File: src/rtl/awb_div_cell.sv
// ----------------------------------------------------------------------------
// awb_div_cell: one restoring-division step for several lanes
// Takes the next dividend bit into the partial remainder, subtracts the
// divisor when it fits, shifts one quotient bit in and hands everything on.
// ----------------------------------------------------------------------------
module awb_div_cell #(
  parameter int LANES  = 2,
  parameter int NUM_W  = 25,
  parameter int DEN_W  = 16,
  parameter int QUO_W  = 16,
  parameter int SIDE_W = 1
) (
  input  logic                            clk,
  input  logic                            rst,
  input  logic                            in_valid,
  input  logic [SIDE_W-1:0]               in_side,
  input  logic [LANES-1:0][NUM_W-1:0]     in_num,
  input  logic [LANES-1:0][DEN_W-1:0]     in_den,
  input  logic [LANES-1:0][DEN_W-1:0]     in_rem,
  input  logic [LANES-1:0][QUO_W-1:0]     in_quo,
  output logic                            out_valid,
  output logic [SIDE_W-1:0]               out_side,
  output logic [LANES-1:0][NUM_W-1:0]     out_num,
  output logic [LANES-1:0][DEN_W-1:0]     out_den,
  output logic [LANES-1:0][DEN_W-1:0]     out_rem,
  output logic [LANES-1:0][QUO_W-1:0]     out_quo
);

  logic [LANES-1:0][NUM_W-1:0] num_next;
  logic [LANES-1:0][DEN_W-1:0] rem_next;
  logic [LANES-1:0][QUO_W-1:0] quo_next;

  // Trial subtract per lane
  always_comb begin
    logic [DEN_W:0] trial;
    logic [DEN_W:0] diff;
    logic           fits;
    trial = '0;
    diff  = '0;
    fits  = 1'b0;
    for (int l = 0; l < LANES; l++) begin
      trial       = {in_rem[l], in_num[l][NUM_W-1]};
      diff        = trial - {1'b0, in_den[l]};
      fits        = (trial >= {1'b0, in_den[l]});
      rem_next[l] = fits ? diff[DEN_W-1:0] : trial[DEN_W-1:0];
      quo_next[l] = {in_quo[l][QUO_W-2:0], fits};
      num_next[l] = {in_num[l][NUM_W-2:0], 1'b0};
    end
  end

  // Advance the valid flag
  always_ff @(posedge clk) begin
    if (rst) begin
      out_valid <= 1'b0;
    end else begin
      out_valid <= in_valid;
    end
  end

  // Advance the payload
  always_ff @(posedge clk) begin
    out_side <= in_side;
    out_num  <= num_next;
    out_den  <= in_den;
    out_rem  <= rem_next;
    out_quo  <= quo_next;
  end

endmodule

File: src/rtl/awb_div_chain.sv
// ----------------------------------------------------------------------------
// awb_div_chain: row of division cells, one dividend bit per cell
// A word may enter every cycle; its quotients (low bits) leave the last cell
// together with the side data that travels alongside.
// ----------------------------------------------------------------------------
module awb_div_chain #(
  parameter int LANES  = 2,
  parameter int NUM_W  = 25,
  parameter int DEN_W  = 16,
  parameter int QUO_W  = 16,
  parameter int SIDE_W = 1
) (
  input  logic                        clk,
  input  logic                        rst,
  input  logic                        in_valid,
  input  logic [SIDE_W-1:0]           in_side,
  input  logic [LANES-1:0][NUM_W-1:0] in_num,
  input  logic [LANES-1:0][DEN_W-1:0] in_den,
  output logic                        out_valid,
  output logic [SIDE_W-1:0]           out_side,
  output logic [LANES-1:0][QUO_W-1:0] out_quo
);

  logic                        valid_w [0:NUM_W];
  logic [SIDE_W-1:0]           side_w  [0:NUM_W];
  logic [LANES-1:0][NUM_W-1:0] num_w   [0:NUM_W];
  logic [LANES-1:0][DEN_W-1:0] den_w   [0:NUM_W];
  logic [LANES-1:0][DEN_W-1:0] rem_w   [0:NUM_W];
  logic [LANES-1:0][QUO_W-1:0] quo_w   [0:NUM_W];

  // Feed the head of the row with a clear remainder and quotient
  assign valid_w[0] = in_valid;
  assign side_w[0]  = in_side;
  assign num_w[0]   = in_num;
  assign den_w[0]   = in_den;
  assign rem_w[0]   = '0;
  assign quo_w[0]   = '0;

  for (genvar k = 0; k < NUM_W; k++) begin : g_cell
    awb_div_cell #(
      .LANES  (LANES),
      .NUM_W  (NUM_W),
      .DEN_W  (DEN_W),
      .QUO_W  (QUO_W),
      .SIDE_W (SIDE_W)
    ) u_cell (
      .clk       (clk),
      .rst       (rst),
      .in_valid  (valid_w[k]),
      .in_side   (side_w[k]),
      .in_num    (num_w[k]),
      .in_den    (den_w[k]),
      .in_rem    (rem_w[k]),
      .in_quo    (quo_w[k]),
      .out_valid (valid_w[k+1]),
      .out_side  (side_w[k+1]),
      .out_num   (num_w[k+1]),
      .out_den   (den_w[k+1]),
      .out_rem   (rem_w[k+1]),
      .out_quo   (quo_w[k+1])
    );
  end

  // Tail of the row
  assign out_valid = valid_w[NUM_W];
  assign out_side  = side_w[NUM_W];
  assign out_quo   = quo_w[NUM_W];

endmodule

File: config.mk
export PLATFORM = sky130hd
export DESIGN_NAME = awb_div_chain
export DESIGN_NICKNAME = d
export VERILOG_FILES = /design/src/rtl/awb_div_cell.sv /design/src/rtl/awb_div_chain.sv
export SDC_FILE = /design/constraint.sdc
export NUM_CORES = 2
export LEC_CHECK = 0
export ABC_AREA = 0
export BUFFER_PORTS_ARGS = -buffer_cell sky130_fd_sc_hd__buf_2
export CORE_MARGIN = 8
export CORE_UTILIZATION = 40
export DETAILED_ROUTE_END_ITERATION = 8
export GPL_TIMING_DRIVEN = 0
export PLACE_DENSITY_LB_ADDON = 0.15
export SYNTH_ARGS = -nofsm -noshare
export SYNTH_HDL_FRONTEND = slang
export SYNTH_SLANG_ARGS = --single-unit
File: constraint.sdc
create_clock -name clk -period 4.4 [get_ports clk]
set_input_delay 0.88 -clock clk [delete_from_list [all_inputs] [get_ports clk]]
set_output_delay 0.88 -clock clk [all_outputs]
set_load 0.05 [all_outputs]
Word-level counts from Yosys, hierarchy flattened
Cells that the tools add are included.

Multiplexer cells: 48. Order comparisons: 50. Add/subtract/negate cells: 48.

Operators with widths (number): >= comparator 17 x 16 -> 1 bit (48); 2-to-1 mux 16 bit (46); subtractor 16 bit (46); >= comparator 1 x 16 -> 1 bit (2); subtractor 1 x 16 -> 16 bit (2); 2-to-1 mux 1 bit (2).

Register bits: 2458. Bits of input ports: 86.

Longest topological paths before layout
Depth in word-level cells: 2. Depth in mapped cells: 12. Depth with buffers taken out: 12.

Cells and area by module
A second synthesis with hierarchy kept.

Cells, all modules: 11741. Area, all modules: 130458.9 um2.

By module, submodules not included: awb_div_cell (g_cell[13].u_cell ...) (instances 17, area each 5201.2 um2, cells an instance 471, sequential area each 2922.8 um2); awb_div_cell (g_cell[0].u_cell ...) (instances 6, area each 5268.8 um2, cells an instance 467, sequential area each 2922.8 um2); awb_div_cell (g_cell[12].u_cell) (instances 1, area each 5247.5 um2, cells an instance 464, sequential area each 2922.8 um2); awb_div_cell (g_cell[21].u_cell) (instances 1, area each 5173.7 um2, cells an instance 467, sequential area each 2922.8 um2); awb_div_chain (instances 1, area each 3.8 um2, cells an instance 1, sequential area each 0.0 um2).

Worst setup path after synthesis
No wires, ideal clock.

Path kind: flip-flop to flip-flop. From: register g_cell[4].u_cell.out_den[3] (netlist name). To: register g_cell[5].u_cell.out_rem[10] (netlist name). Cell stages (with the launch flop): 12. Buffers on the path: 1. Clock period less this slack: 3.004 ns. Path slack: 1.396 ns. Data required time: 4.279 ns. Arrival: 2.883 ns. Cells stage by stage: dfxtp_1 -> inv_1 -> ha_1 -> a21o_1 -> a21oi_2 -> a21oi_2 -> o41ai_4 -> o21ai_2 -> o2111a_1 -> a2111oi_4 -> buf_8 -> mux2_4.

RTL lines: start, declared (line awb_div_cell.sv:24) `output logic [LANES-1:0][DEN_W-1:0] out_den,`; start signal, assigned (line awb_div_cell.sv:64) `out_den <= in_den;`; end signal, assigned (line awb_div_cell.sv:65) `out_rem <= rem_next;`; end, declared (line awb_div_cell.sv:25) `output logic [LANES-1:0][DEN_W-1:0] out_rem,`.

==> impl_metrics.toml <==
[hold_path]
hp-class = "input port to flop"
hold_start = "in_num[21]"

[worst_setup_path]
path_class = "flop to flop"
r2r-start = "g_cell[0].u_cell.out_den[1]"
cp-end-kind = "flop"
worstPathRequired_ns = 5.18
crit_fanout = 10
endpoint = "g_cell[1].u_cell.out_rem[13]"
r2r_slack_ns = 0.62
reg2reg_to = "g_cell[1].u_cell.out_rem[13]"
arrival_ns = 4.57
crit_start = "g_cell[0].u_cell.out_den[1]"
r2r_cells = 11
cp-start-kind = "flop"

[place]
dpl_cell_area_sq_um = 100000
io_buffers = 119
pre_cts_ws_ns = 0.579
dp.cells = 12331
post-dp-hpwl_um = 152000
gp_congestion = 0.877

[power]
ir_drop_v = 0.000404
p_sw_mw = 22.9
power.internal_mw = 51.6
p_clk_share_pct = 31.4
p_leak_nw = 50.2
combPwrFrac_pct = 31.0
p_seq_share_pct = 37.5
power.total_mw = 74.5
power.density_nw_per_um2 = 677
switching_share_pct = 30.7

[floorplanning]
initial_core_util_pct = 40.2
core-area_sq_um = 238000
dieArea_sq_um = 254000
fp.dieW_um = 504
rows = 179
io_pins = 120
die_y_um = 504

[synth]
synth_top_area_cell = "dfxtp_1"
synthArstFlopShare_pct = 0
yosysWarningCount = 0
synth.distinct_cells = 93
synth-main-ff-cell = "dfxtp_1"
synth_common_cells = "dfxtp_1, inv_1, ha_1"
ys_ff_latch = 2458
syn_area_sq_um = 95400
synthCells = 9045
yosysMostFrequentCell = "dfxtp_1"
syn_avg_cell_area_sq_um = 10.6
synth_top_area_share_pct = 51.6
yosysSeqAreaShare_pct = 51.6
syn_nets = 9949
synth_edf_count = 0
synthTopCellsByArea = "dfxtp_1, ha_1, mux2_2"

[final_layout]
layout.nets = 10407
finalInstanceArea_sq_um = 110000
nFillCells = 21936
post_layout_nonfiller_instances = 12869
final_util_pct = 46.3
drive_gt1_share_pct = 12.4
area_growth_pct = 15.2

[timing]
fin_crit_sh_pct = 86.0
fin_setup_tns_ns = 0
fin_crit_ns = 3.78
rsz0062_at_grt = "no"
tightest_slew_ns = 1.07
fin_ws_ns = 0.617
slew_headroom_pct = 27.9
setup_violations = 0
final_max_slew_viol_count = 0
fin_skew_ns = 0.0499
max_freq_mhz = 264
finalHoldViolations = 0
whs_ns = 0.0913

[cts]
clock-sinks = 2458
tritoncts = "built"
cts_buffer_depth = 4
numCtsBuffers = 287
cts_resized = 0
root_buffer = "clkbuf_16"
cts_htree_levels = 5
clk-insertion-delay-late_ns = 0.90
cts.clk_slew.worst_paths_ns = 0.06

[grt]
track_usage_pct = 15.0
grt_max_degree = 17
grt.overflow.total = 0
grt_first_pass_wirelength_um = 321000
grt_pass1_vias = 62836
antenna_found_initial = 5

[detailed_routing]
wl_per_cell_um = 15.4
dr.pass1.iters = 6
drt_wl_total_um = 198000
dr.first_iter.drc_count = 2944
via_per_inst = 4.86
vias = 62530
antenna_left = 0
drcViolationCount = 0

[job]
cap_violations = 0

[status]
status = "completed"
## power groups by stage
stage          sequential [mW]  clock (mW)  combinational (mW)
2_1_floorplan             28.1           0                17.9
3_3_place_gp              28.4           0                22.6
3_5_place_dp              28.5           0                22.9
4_1_cts                   28.0        24.3                23.2
5_1_grt                   28.3        25.3                25.7
6_report                  27.9        23.4                23.1
## cell families (layout without fill, tap and decap cells)
kind of cell / Yosys count / in the layout / share of synthesized area (%)
DFF: 2458 / 2458 / 51.6
other: 0 / 2 / 0
and+or+nand+nor: 1825 / 1825 / 9.33
AOI/OAI and AO/OA: 1732 / 1732 / 11.9
buffers and inverters: 1099 / 1754 / 4.41
xor gates and xnor gates: 512 / 512 / 4.70
adders and majority gates: 818 / 818 / 11.1
muxes: 601 / 601 / 7.02
## flip-flops by register name, indices dropped and copies added (netlist names)
name and cells:
g_cell.u_cell.out_num 600, g_cell.u_cell.out_quo 272, g_cell.u_cell.out_side 25, g_cell.u_cell.out_den 768, g_cell.u_cell.out_rem 768, g_cell.u_cell.out_valid 25
## cell type report
class / instances / area (sq um) / area share (%)
diodes: 2 / 5.00 / 0.00455
plain buffers: 108 / 489 / 0.445
clock buffers: 392 / 8300 / 7.54
clock inverters: 94 / 1180 / 1.07
inverters: 991 / 3720 / 3.38
multi-input cells: 5488 / 42000 / 38.2
flip-flops and latches: 2458 / 49200 / 44.7
well taps: 3167 / 3960 / 3.60
repair buffers: 169 / 1100 / 0.997
## layout by cell type (no fill, tap or decap), types with 143 or more instances in the layout
cell,n
dfxtp_1,2458
mux2_2,510
nor2_1,514
a21oi_1,409
xor2_1,179
ha_1,772
o21ai_0,426
nand2_1,397
xnor2_1,333
nor3_1,172
inv_1,991
nor2b_1,143
clkbuf_16,294
buf_2,147
a21o_1,177
## routing by layer
layer	vias up	global-route usage, %	part of all wire, %
met3	408	2.77	4.0
met1	28949	18.8	46
met5	-	0	0
met2	1079	26.0	47
met4	0	5.14	3.2
li1	32094	-	-
## worst min path at each step
stage / to / slack, ns / depth (start not counted)
2_1_floorplan: g_cell[10].u_cell.out_num[11] / 0.31 / 0
3_3_place_gp: g_cell[11].u_cell.out_num[16] / 0.31 / 0
6_report: g_cell[0].u_cell.out_num[22] / 0.09 / 1
4_1_cts: g_cell[0].u_cell.out_den[28] / 0.0005 / 1
3_5_place_dp: g_cell[10].u_cell.out_num[12] / 0.31 / 0
5_1_grt: g_cell[0].u_cell.out_num[22] / 0.02 / 1
## what timing repair did
action                                 in CTS  in global routing
endpoints found under the hold margin      50                  0
buffers inserted                            0                  0
hold buffers                               50                  0
## critical path, cell delays in order, from the launching register on
cell	delay (ns)
dfxtp_1	0.33
inv_1	0.08
ha_1	0.29
nor2b_1	0.12
o21ai_0	0.10
a21boi_0	0.37
o31ai_1	0.23
a221oi_1	0.46
nor2_1	0.12
a31oi_1	0.76
buf_2	0.42
mux2_2	0.37
No activity file was read; power rests on OpenSTA's default activity.
